--- src/ksk_pkg.sv ---
// Shared types, constants and the control-store contents for the knapsack subset search.
`default_nettype none

package ksk_pkg;

  localparam int unsigned WEIGHT_W = 16;
  localparam int unsigned VALUE_W  = 16;
  localparam int unsigned CAP_W    = 20;
  localparam int unsigned BEST_W   = 20;
  localparam logic [BEST_W-1:0] VALUE_MAX = '1;

  // Program steps of the sequencer
  typedef enum logic [2:0] {
    STEP_LOAD,
    STEP_INIT,
    STEP_READ,
    STEP_ACC,
    STEP_CMP,
    STEP_EMIT
  } ksk_step_e;

  // Subset counter operations
  typedef enum logic [1:0] {
    K_HOLD,
    K_ONE,
    K_INC,
    K_CLR
  } ksk_kop_e;

  // Jump conditions
  typedef enum logic [1:0] {
    COND_NEVER,
    COND_LAST_BEAT,
    COND_DONE,
    COND_OUT_FREE
  } ksk_cond_e;

  // One control word of the program
  typedef struct packed {
    logic      in_ready;
    logic      out_load;
    logic      clr_sums;
    ksk_kop_e  k_op;
    logic      rd_en;
    logic      acc_en;
    logic      cmp_en;
    ksk_cond_e cond;
    ksk_step_e jump_to;
    ksk_step_e next_to;
  } ksk_ctrl_t;

  // Datapath flags seen by the sequencer
  typedef struct packed {
    logic search_done;
    logic out_free;
  } ksk_status_t;

  // Control store: one word per step
  function automatic ksk_ctrl_t ksk_microcode(ksk_step_e step);
    ksk_ctrl_t w;
    w = '0;
    case (step)
      STEP_LOAD: begin
        w.in_ready = 1'b1;
        w.cond     = COND_LAST_BEAT;
        w.jump_to  = STEP_INIT;
        w.next_to  = STEP_LOAD;
      end
      STEP_INIT: begin
        w.clr_sums = 1'b1;
        w.k_op     = K_ONE;
        w.cond     = COND_DONE;
        w.jump_to  = STEP_EMIT;
        w.next_to  = STEP_READ;
      end
      STEP_READ: begin
        w.rd_en   = 1'b1;
        w.cond    = COND_NEVER;
        w.jump_to = STEP_ACC;
        w.next_to = STEP_ACC;
      end
      STEP_ACC: begin
        w.acc_en  = 1'b1;
        w.cond    = COND_NEVER;
        w.jump_to = STEP_CMP;
        w.next_to = STEP_CMP;
      end
      STEP_CMP: begin
        w.cmp_en  = 1'b1;
        w.k_op    = K_INC;
        w.cond    = COND_DONE;
        w.jump_to = STEP_EMIT;
        w.next_to = STEP_READ;
      end
      STEP_EMIT: begin
        w.out_load = 1'b1;
        w.k_op     = K_CLR;
        w.cond     = COND_OUT_FREE;
        w.jump_to  = STEP_LOAD;
        w.next_to  = STEP_EMIT;
      end
      default: begin
        w.cond    = COND_NEVER;
        w.jump_to = STEP_LOAD;
        w.next_to = STEP_LOAD;
      end
    endcase
    return w;
  endfunction

endpackage

`default_nettype wire

--- src/ksk_sequencer.sv ---
// Step counter, control store lookup and conditional jump logic.
`default_nettype none

module ksk_sequencer (
  input  wire logic              clk_i,
  input  wire logic              rst_ni,
  input  wire logic              in_valid_i,
  input  wire logic              last_item_i,
  input  ksk_pkg::ksk_status_t   status_i,
  output ksk_pkg::ksk_ctrl_t     ctrl_o
);
  import ksk_pkg::*;

  ksk_step_e step_q, step_d;
  logic      take_jump;

  // Decode the current step
  assign ctrl_o = ksk_microcode(step_q);

  // Evaluate the jump condition
  always_comb begin
    case (ctrl_o.cond)
      COND_NEVER:     take_jump = 1'b0;
      COND_LAST_BEAT: take_jump = ctrl_o.in_ready & in_valid_i & last_item_i;
      COND_DONE:      take_jump = status_i.search_done;
      COND_OUT_FREE:  take_jump = status_i.out_free;
      default:        take_jump = 1'b0;
    endcase
  end

  // Select the next step
  always_comb begin
    step_d = take_jump ? ctrl_o.jump_to : ctrl_o.next_to;
  end

  // Advance the step counter
  always_ff @(posedge clk_i or negedge rst_ni) begin
    if (!rst_ni) begin
      step_q <= STEP_LOAD;
    end else begin
      step_q <= step_d;
    end
  end

endmodule

`default_nettype wire

--- src/ksk_datapath.sv ---
// Item store, subset counter, running sums, best-value register and result register.
`default_nettype none

module ksk_datapath #(
  parameter int unsigned MAX_ITEMS = 16
) (
  input  wire logic                          clk_i,
  input  wire logic                          rst_ni,
  input  ksk_pkg::ksk_ctrl_t                 ctrl_i,
  output ksk_pkg::ksk_status_t               status_o,
  input  wire logic                          in_valid_i,
  input  wire logic                          out_ready_i,
  input  wire logic [ksk_pkg::WEIGHT_W-1:0]  item_weight_i,
  input  wire logic [ksk_pkg::VALUE_W-1:0]   item_value_i,
  input  wire logic                          cfg_we_i,
  input  wire logic [ksk_pkg::CAP_W-1:0]     cfg_wdata_i,
  output logic                               out_valid_o,
  output logic      [ksk_pkg::BEST_W-1:0]    best_value_o
);
  import ksk_pkg::*;

  localparam int unsigned IDX_W = (MAX_ITEMS > 1) ? $clog2(MAX_ITEMS) : 1;
  localparam int unsigned CNT_W = $clog2(MAX_ITEMS + 1);
  localparam int unsigned K_W   = MAX_ITEMS + 1;
  localparam int unsigned SUM_W = WEIGHT_W + CNT_W;
  localparam int unsigned CMP_W = (SUM_W > CAP_W) ? SUM_W : CAP_W;

  logic [CAP_W-1:0]    cap_q;
  logic [CNT_W-1:0]    cnt_q;
  logic [K_W-1:0]      k_q, k_d;
  logic [K_W-1:0]      k_inc;
  logic [K_W-1:0]      k_shift;
  logic [IDX_W-1:0]    lsb;
  logic                add_q;
  logic [SUM_W-1:0]    run_w_q, run_v_q, best_q;
  logic [WEIGHT_W-1:0] rd_w_q;
  logic [VALUE_W-1:0]  rd_v_q;
  logic                wr_en;
  logic                out_beat;
  logic                out_free;
  logic                out_load;
  logic                out_full_q;
  logic [BEST_W-1:0]   best_out_q;
  logic [BEST_W-1:0]   best_sat;

  logic [WEIGHT_W-1:0] weight_mem [MAX_ITEMS];
  logic [VALUE_W-1:0]  value_mem  [MAX_ITEMS];

  // Position of the lowest set bit: the item that flips in Gray order
  function automatic logic [IDX_W-1:0] lowest_bit(logic [K_W-1:0] k);
    logic [IDX_W-1:0] pos;
    pos = '0;
    for (int i = K_W - 1; i >= 0; i--) begin
      if (k[i]) pos = IDX_W'(i);
    end
    return pos;
  endfunction

  assign lsb      = lowest_bit(k_q);
  assign k_shift  = k_q >> lsb;
  assign k_inc    = k_q + K_W'(1);
  assign wr_en    = ctrl_i.in_ready & in_valid_i & (cnt_q < CNT_W'(MAX_ITEMS));
  assign out_beat = out_full_q & out_ready_i;
  assign out_free = ~out_full_q | out_ready_i;
  assign out_load = ctrl_i.out_load & out_free;

  // Last subset reached when the next count would be 2^n; result slot free
  assign status_o = '{search_done: k_inc[cnt_q], out_free: out_free};

  // Subset counter next value
  always_comb begin
    case (ctrl_i.k_op)
      K_HOLD:  k_d = k_q;
      K_ONE:   k_d = K_W'(1);
      K_INC:   k_d = k_inc;
      K_CLR:   k_d = '0;
      default: k_d = k_q;
    endcase
  end

  // Item store: write on load beats, registered read during the search
  always_ff @(posedge clk_i) begin
    if (wr_en) begin
      weight_mem[cnt_q[IDX_W-1:0]] <= item_weight_i;
      value_mem[cnt_q[IDX_W-1:0]]  <= item_value_i;
    end
    if (ctrl_i.rd_en) begin
      rd_w_q <= weight_mem[lsb];
      rd_v_q <= value_mem[lsb];
    end
  end

  // Saturate the best value to the output width
  assign best_sat = (CMP_W'(best_q) > CMP_W'(VALUE_MAX)) ? VALUE_MAX : BEST_W'(best_q);

  // Control registers, counters and sums
  always_ff @(posedge clk_i or negedge rst_ni) begin
    if (!rst_ni) begin
      cap_q      <= '0;
      cnt_q      <= '0;
      k_q        <= '0;
      add_q      <= 1'b0;
      run_w_q    <= '0;
      run_v_q    <= '0;
      best_q     <= '0;
      out_full_q <= 1'b0;
      best_out_q <= '0;
    end else begin
      if (cfg_we_i) begin
        cap_q <= cfg_wdata_i;
      end
      if (out_load) begin
        cnt_q <= '0;
      end else if (wr_en) begin
        cnt_q <= cnt_q + CNT_W'(1);
      end
      k_q <= k_d;
      // Item enters the subset when the bit above it is clear
      if (ctrl_i.rd_en) begin
        add_q <= ~k_shift[1];
      end
      if (ctrl_i.clr_sums) begin
        run_w_q <= '0;
        run_v_q <= '0;
        best_q  <= '0;
      end else begin
        if (ctrl_i.acc_en) begin
          if (add_q) begin
            run_w_q <= run_w_q + SUM_W'(rd_w_q);
            run_v_q <= run_v_q + SUM_W'(rd_v_q);
          end else begin
            run_w_q <= run_w_q - SUM_W'(rd_w_q);
            run_v_q <= run_v_q - SUM_W'(rd_v_q);
          end
        end
        if (ctrl_i.cmp_en && (CMP_W'(run_w_q) <= CMP_W'(cap_q)) && (run_v_q > best_q)) begin
          best_q <= run_v_q;
        end
      end
      // Register the result; free the slot on its beat
      if (out_load) begin
        out_full_q <= 1'b1;
        best_out_q <= best_sat;
      end else if (out_beat) begin
        out_full_q <= 1'b0;
      end
    end
  end

  assign out_valid_o  = out_full_q;
  assign best_value_o = best_out_q;

endmodule

`default_nettype wire

--- src/knapsack_subset_search_core.sv ---
// Top level of the exhaustive 0/1 knapsack subset search.
// Loading: one item beat per cycle while in_ready_o is high.
// Search: with n items held, the sums are cleared after the last item beat, then each subset in turn
//   is read, added or subtracted and compared, then the best value is registered as the result beat.
// The registered result keeps loading open; a finished search waits for a free result slot.
// Reset: asynchronous, active low; capacity is 0, the store is empty, loading is open.
`default_nettype none

module knapsack_subset_search_core #(
  parameter int unsigned MAX_ITEMS = 16
) (
  input  wire logic                          clk_i,
  input  wire logic                          rst_ni,
  input  wire logic                          in_valid_i,
  output logic                               in_ready_o,
  input  wire logic [ksk_pkg::WEIGHT_W-1:0]  item_weight_i,
  input  wire logic [ksk_pkg::VALUE_W-1:0]   item_value_i,
  input  wire logic                          last_item_i,
  output logic                               out_valid_o,
  input  wire logic                          out_ready_i,
  output logic      [ksk_pkg::BEST_W-1:0]    best_value_o,
  input  wire logic                          cfg_we_i,
  input  wire logic [ksk_pkg::CAP_W-1:0]     cfg_wdata_i
);
  import ksk_pkg::*;

  ksk_ctrl_t   ctrl;
  ksk_status_t status;

  // Program sequencer
  ksk_sequencer u_seq (
    .clk_i       (clk_i),
    .rst_ni      (rst_ni),
    .in_valid_i  (in_valid_i),
    .last_item_i (last_item_i),
    .status_i    (status),
    .ctrl_o      (ctrl)
  );

  // Datapath driven by the control word
  ksk_datapath #(
    .MAX_ITEMS (MAX_ITEMS)
  ) u_dp (
    .clk_i         (clk_i),
    .rst_ni        (rst_ni),
    .ctrl_i        (ctrl),
    .status_o      (status),
    .in_valid_i    (in_valid_i),
    .out_ready_i   (out_ready_i),
    .item_weight_i (item_weight_i),
    .item_value_i  (item_value_i),
    .cfg_we_i      (cfg_we_i),
    .cfg_wdata_i   (cfg_wdata_i),
    .out_valid_o   (out_valid_o),
    .best_value_o  (best_value_o)
  );

  assign in_ready_o = ctrl.in_ready;

endmodule

`default_nettype wire

--- config.mk ---
export PLATFORM = sky130hd
export DESIGN_NAME = knapsack_subset_search_core
export DESIGN_NICKNAME = d
export VERILOG_FILES = /design/src/ksk_pkg.sv /design/src/ksk_sequencer.sv /design/src/ksk_datapath.sv /design/src/knapsack_subset_search_core.sv
export SDC_FILE = /design/constraint.sdc
export NUM_CORES = 1
export LEC_CHECK = 0
export ABC_AREA = 0
export BUFFER_PORTS_ARGS = -buffer_cell sky130_fd_sc_hd__clkbuf_2
export CAP_MARGIN = 15
export CORE_ASPECT_RATIO = 0.9
export CORE_UTILIZATION = 45
export DETAILED_ROUTE_END_ITERATION = 8
export GPL_TIMING_DRIVEN = 0
export HOLD_SLACK_MARGIN = 0.08
export PLACE_DENSITY = 0.64
export SLEW_MARGIN = 20
export SYNTH_ARGS = -nofsm -noshare
export SYNTH_HDL_FRONTEND = slang
export SYNTH_SLANG_ARGS = --single-unit
--- constraint.sdc ---
create_clock -name clk_i -period 5.8 [get_ports clk_i]
set_input_delay 1.74 -clock clk_i [delete_from_list [all_inputs] [get_ports clk_i]]
set_output_delay 1.74 -clock clk_i [all_outputs]
set_load 0.1 [all_outputs]
Word level (Yosys, flattened, before mapping)
Memories as Yosys holds them, arrays and structs flattened. A register that Yosys moved wholly into a read port is not among the register bits.
Cells that the tools add are included.
{ "totals": {"input_bits": 58, "ff_bits": 130, "memories": 2, "output_inout_bits": 22, "elab_cells": 97, "ram_bits": 512} }
{ "op_classes": {"n_lt_le_gt_ge": 5, "mux": 44, "shifts": 1, "n_addsub": 6, "n_bitwise": 8, "eq_ne": 11, "n_reduce_logical": 10} }
{ "mem_list": {"columns": ["memory", "words", "width", "read_ports", "rd_clocked_by_memory_dff", "wr", "line_no", "rtl"], "rows": [
  ["u_dp.value_mem", 16, 16, 1, 1, 1, "ksk_datapath.sv:47", "logic [VALUE_W-1:0] value_mem [MAX_ITEMS];"],
  ["u_dp.weight_mem", 16, 16, 1, 1, 1, "ksk_datapath.sv:46", "logic [WEIGHT_W-1:0] weight_mem [MAX_ITEMS];"]
]} }
{ "ops": {"columns": ["cell", "count"], "rows": [
  ["$mux W21", 8],
  ["$mux W4", 16],
  ["$pmux W17 S3", 1],
  ["$add A21 B16 Y21", 2],
  ["$sub A21 B16 Y21", 2],
  ["$pmux W8 S5", 1],
  ["$gt A21 B20 Y1 const B", 1],
  ["$gt A21 B21 Y1", 1],
  ["$le A21 B20 Y1", 1],
  ["$mux W20", 1],
  ["$add A17 B1 Y17 const B", 1],
  ["$shr A17 B4 Y2", 1],
  ["$mux W1", 11],
  ["$mux W5", 2],
  ["$eq A2 B2 Y1 const B", 4],
  ["$reduce_bool A2 Y1", 4],
  ["$eq A3 B2 Y1 const B", 2],
  ["$eq A3 B3 Y1 const B", 2],
  ["$lt A5 B6 Y1 const B", 1],
  ["$pmux W2 S3", 1],
  ["$add A5 B1 Y5 const B", 1],
  ["$and A1 B1 Y1", 5],
  ["$bmux W1 S5", 1],
  ["$lt A5 B5 Y1 const B", 1],
  ["10 further kinds", 14]
]} }

Logic depth before layout (Yosys ltp)
{ "depth": {"word_depth": 18, "depth_mapped": 15, "ltp_nobuf": 15} }

Hierarchy
From an unflattened synthesis, not the netlist that was laid out.
{ "hier_totals": {"hier_cells": 2410, "area_unflattened_um2": 30354.1} }
{ "by_module_without_submodules": {"columns": ["module", "seq_area_each_um2", "instances", "area_per_inst_um2", "cells_per_inst"], "rows": [
  ["ksk_datapath", 19513.7, 1, 30028.8, 2367],
  ["ksk_sequencer", 75.1, 1, 325.3, 43]
]} }

Worst setup path after synthesis
OpenSTA, ideal clock, no wires.
{ "synth_timing": {"path_type": "register to register", "startpoint": "register u_seq.step_q[0]", "endpoint": "memory u_dp.value_mem[3][0] (enable)", "stages_incl_launch_ff": 7, "synth_period_minus_slack_ps": 6059, "setup_ps": 461, "arrival_time_ps": 5598, "setup_slack_ps": -259, "required_time_ps": 5339, "cell_sequence": "dfrtp_1 > clkbuf_1 > nor3_1 > and3b_1 > clkbuf_1 > nand2_1 > nor3_1"} }
{ "synth_between": {"elab_chain_len": 6} }
{ "synth_rtl": {"columns": ["element", "line_no", "rtl"], "rows": [
  ["from (decl)", "ksk_sequencer.sv:14", "ksk_step_e step_q, step_d;"],
  ["from (signal assigned)", "ksk_sequencer.sv:41", "step_q <= step_d;"],
  ["$logic_not A3 Y1", "ksk_pkg.sv:62", "case (step)"],
  ["$mux W1", "ksk_pkg.sv:62", null],
  ["named net in_ready_o", "knapsack_subset_search_core.sv:15", "output logic in_ready_o,"],
  ["$and A1 B1 Y1 (2 in series)", "ksk_datapath.sv:62", "assign wr_en = ctrl_i.in_ready & in_valid_i & (cnt_q < CNT_W'(MAX_ITEMS));"],
  ["$mux W1", "ksk_datapath.sv:83", "if (wr_en) begin"],
  ["$mux W1 (not written as such)", "ksk_datapath.sv:85", "value_mem[cnt_q[IDX_W-1:0]] <= item_value_i;"],
  ["to (decl)", "ksk_datapath.sv:47", null]
]} }
The timed path passes the listed nets, and every way through them passes these cells.

Final worst setup path
{ "layout_timing": {"startpoint": "register u_dp.rd_v_q[3], read port of u_dp.value_mem", "endpoint": "register u_dp.run_v_q[20]"} }
{ "layout_between": {"elab_chain_len": 4, "elab_cells_between_ends": 5, "cone_classes": "add/sub (2); mux (3)"} }
{ "layout_rtl": {"columns": ["element", "line_no", "rtl"], "rows": [
  ["from (decl)", "ksk_datapath.sv:37", "logic [VALUE_W-1:0] rd_v_q;"],
  ["$sub A21 B16 Y21 / $add A21 B16 Y21 (equally long branches)", "ksk_datapath.sv:133, ksk_datapath.sv:130", null],
  ["$mux W21 *", "ksk_datapath.sv:128", "if (add_q) begin"],
  ["$mux W21 *", "ksk_datapath.sv:127", "if (ctrl_i.acc_en) begin"],
  ["$mux W21 *", "ksk_datapath.sv:122", "if (ctrl_i.clr_sums) begin"],
  ["to (signal assigned)", "ksk_datapath.sv:130", "run_v_q <= run_v_q + SUM_W'(rd_v_q);"],
  ["to (signal assigned)", "ksk_datapath.sv:133", "run_v_q <= run_v_q - SUM_W'(rd_v_q);"],
  ["to (decl)", "ksk_datapath.sv:35", "logic [SUM_W-1:0] run_w_q, run_v_q, best_q;"]
]} }
Mark *: on every way between the ends. The rest lies on a longest branch, timed or not. The select of a mux whose other input is x is not followed.
A chain may end at the register's enable or synchronous reset.

==> impl_metrics.ini <==
[place]
hpwlAfterDp_um = 47610
post-place-ws_ps = 1139
gp_congestion = 0.8862
port_buffers = 78
dpl_cell_area_um2 = 32080

[grt]
grtUsageTotal_pct = 20.58
grt-ovfl-total = 0
grt_pass1_wl_um = 104600
grt_max_degree = 75
antenna_found_initial = 4
grt_pass1_vias = 17540

[synthesis]
yosysWarnings = 0
synthFlopType = edfxtp_1
synthAdderAreaFrac_pct = 3.791
syn_inst = 1976
yosys.area.top_type = edfxtp_1
syn_nets = 2124
synthXorXnorAreaFrac_pct = 2.008
synth_edf_count = 544
avgSynthCellArea_um2 = 15.23
synth_seq_cells = 674
synth_top_area_share_pct = 54.28
syn_area_um2 = 30100
yosysUniqueCellTypes = 70
synth_compound_area_share_pct = 7.096
synthMuxAreaShare_pct = 13.17
synth_top_family_by_area = multiplexers
synth_seq_area_share_pct = 65.08
synth.area.top_cells = edfxtp_1 54%, dfrtp_1 11%, mux4_2 9.7%
yosys.area_share.simple_pct = 5.995
async_flop_share_pct = 19.29

[sta]
fin_ws_ps = 1507
setup_viol = 0
finalClockSkew_ps = 26.98
min_period_ps = 4293
rsz0062_at_grt = false
hold_viol = 0
tightest_slew_ps = 1098
slew_violations = 0
max_freq_mhz = 232.9
tns_ps = 0
finalCritPeriodShare_pct = 74.02
relSlewSlack_pct = 26.78

[routing]
viasPerCell = 5.693
detail_route.iter0.violations = 1436
ant_nets = 0
drt_first_pass_iters = 7
vias = 17450
wl_per_cell_um = 22.40
drc = 24
routed_wl_um = 68670

[min_path]
whs_path_depth = 2
hold_path_end = u_dp.best_q[4]$_DFFE_PN0P_
min_from = u_dp.best_q[4]$_DFFE_PN0P_
hold_class = flop to flop

[floorplanning]
initial_core_util_pct = 45.73
die-area_um2 = 67920
io_pins = 80
die_y_um = 247.3
rows = 89
core_um2 = 65810
die_w_um = 274.6

[critical_path]
cp_common_cell = a21oi_1
critical_path.startpoint_type = flop
crit_slowest_cell = nor4b_2
cp_cell_sequence = nor4_1 -> nand2b_1 -> nor4b_2 -> a21oi_1 -> xor2_1 -> ha_1 -> nand3_1 -> or4_1 -> a21oi_1 -> o211ai_1 -> a31oi_1 -> or3_1 -> a211oi_1 -> a311o_1
cp_data_arrival_time_ps = 4800
rrSetupSlack_ps = 1510
startpoint = u_dp.rd_v_q[3]$_DFFE_PP_
cpPeakStageDelay_ps = 580
rr_worst_depth = 14
worstReg2RegEnd = u_dp.run_v_q[20]$_DFFE_PN0P_
cp.required_ps = 6310
critPathCaptureType = flop
r2r_start = u_dp.rd_v_q[3]$_DFFE_PP_
critPathMaxFanout = 6
crit_type = flop to flop

[power_and_ir_drop]
vdd_drop_max_v = 0.0002618
finalPower_mw = 15.22
power.leakage_nw = 12.72
power_density_nw_per_um2 = 442.8

[job]
cap_viol_max_count = 0

[status]
violations = DRC
outcome = complete, but fails checks

[cts]
clk_pin_slew_ps = 60
clockRootBuffer = clkbuf_16
post_cts_buffers = 0
h-tree-depth = 3
cts_buffers = 71
cts.sink_count = 674
insertion_delay_ps = 620
cts_hold_buf = 0
clockBufferDepth = 3
post_cts_resized = 0
cts_tree = done

[cells_and_area]
area.growth.synth_to_final_pct = 14.20
drive_above_1_share_pct = 18.55
final_design_area_no_fill_um2 = 34370
layout.nets = 2295
fillers = 5274
-- area by class of cell --
cell class	instances	area [um2]	share of cell area, %
clock buffer	88	1882	5.475
inverter	84	315.3	0.9173
antenna	2	5.005	0.01456
buffer	105	543.0	1.580
sequential	674	19590	56.99
tap	864	1081	3.145
timing repair buffer	98	857.1	2.494
multi-input combinational	1113	9699	28.22
clock inverter	38	400.4	1.165
-- placed cells by master, fill, tap and decap left out, drive strengths merged, types with 6 or more instances in the layout --
| master | netlist | layout |
|---|---|---|
| a211oi | 9 | 9 |
| a21o | 30 | 30 |
| a21oi | 86 | 86 |
| a31oi | 34 | 34 |
| and3 | 19 | 19 |
| buf | 53 | 73 |
| clkbuf | 52 | 218 |
| clkinv | 0 | 28 |
| dfrtp | 130 | 130 |
| edfxtp | 544 | 544 |
| ha | 88 | 88 |
| inv | 84 | 89 |
| mux2i | 98 | 98 |
| mux4 | 130 | 130 |
| nand2 | 96 | 96 |
| nand2b | 12 | 12 |
| nand3 | 48 | 48 |
| nand4 | 15 | 15 |
| nor2 | 96 | 96 |
| nor2b | 15 | 15 |
| nor3 | 29 | 29 |
| nor4 | 10 | 10 |
| o211ai | 8 | 8 |
| o21a | 9 | 9 |
| o21ai | 123 | 123 |
| o21bai | 6 | 6 |
| o31ai | 14 | 14 |
| o41ai | 6 | 6 |
| or3 | 10 | 10 |
| xnor2 | 28 | 28 |
| xor2 | 41 | 41 |
-- registers in the layout, summed over array words and instances (netlist names) --
| register | flops |
|---|---|
| u_dp.add_q | 1 |
| u_dp.best_q | 21 |
| u_dp.best_value_o | 20 |
| u_dp.cap_q | 20 |
| u_dp.cnt_q | 5 |
| u_dp.k_q | 17 |
| u_dp.out_valid_o | 1 |
| u_dp.rd_v_q | 16 |
| u_dp.rd_w_q | 16 |
| u_dp.run_v_q | 21 |
| u_dp.run_w_q | 21 |
| u_dp.value_mem | 256 |
| u_dp.weight_mem | 256 |
| u_seq.step_q | 3 |
-- power by group --
part	leakage, nW	switching (mW)	internal [mW]
logic	5.02	3.00	1.72
clock network	1.11	1.92	2.53
registers	6.59	0.313	5.74
total	12.7	5.23	9.99
-- synth_stat cells, types with 3 or more instances --
cell type  instances
o21a_1             9
nand3b_1           3
nand2b_1          11
or3_1             10
nand3_1           48
o22ai_1            3
a21oi_1           86
buf_6              9
a221oi_1           3
a211oi_1           9
xnor2_1           28
a31oi_1           34
nor2b_1           15
nand2_1           96
buf_1              8
xor2_1            41
clkbuf_1          51
and4_1             5
buf_2             22
mux2_2             4
nand4b_1           4
edfxtp_1         544
buf_4             14
o21bai_1           6
mux2i_1           98
dfrtp_1          130
inv_1             83
a21o_1            30
o41ai_1            4
o31ai_1           13
mux4_2           130
o21ai_0          122
ha_1              88
o211ai_1           7
nand4_1           15
nor3_1            29
nor4_1            10
and3_1            19
nor2_1            96
-- how the worst max path moves through the flow --
stage,end,slack [ps],cells after the start
floorplan,u_dp.value_mem[15][0]$_DFFE_PP_,580,6
global placement,u_dp.weight_mem[15][11]$_DFFE_PP_,-150,5
detailed placement,u_dp.run_v_q[20]$_DFFE_PN0P_,1140,14
CTS,u_dp.run_v_q[20]$_DFFE_PN0P_,1140,14
global route,u_dp.run_v_q[20]$_DFFE_PN0P_,1070,14
finish,u_dp.run_v_q[20]$_DFFE_PN0P_,1510,14
-- worst max-delay path, delay by kind of cell (launching register included) --
family,cells,cell delay (ps)
AO/OA/AOI/OAI,6,1230
XOR/XNOR,1,190
adder cells (fa/ha/maj),1,300
flip-flops,1,430
AND/OR/NAND/NOR,6,2040
-- per-layer routing --
metal	vias up	routed length, um	global-route usage (%)
met3	92	4185	3.686
met4	2	1277	5.310
met5	-	9	0
met1	8837	30240	28.69
met2	529	32960	33.45
li1	7994	-	-
-- through the flow --
step | hold slack, ps | utilization [%] | instances
global route | 548.1 | 52.22 | 3064
floorplan | 478.5 | - | 1976
detailed placement | 533.4 | 48.74 | 2938
global placement | 511.4 | 47.98 | 2918
CTS | 540.8 | 52.21 | 3064
finish | 538.1 | 52.23 | 3066
-- cell families (layout without fill, tap and decap cells) --
family,count (synthesis),count (layout)
XOR/XNOR,69,69
multiplexers,233,233
AND/OR/NAND/NOR,371,371
other,0,2
adder cells (fa/ha/maj),90,90
buffers and inverters,189,413
AO/OA/AOI/OAI,350,350
flip-flops,674,674
(Power assumes the default switching activity.)
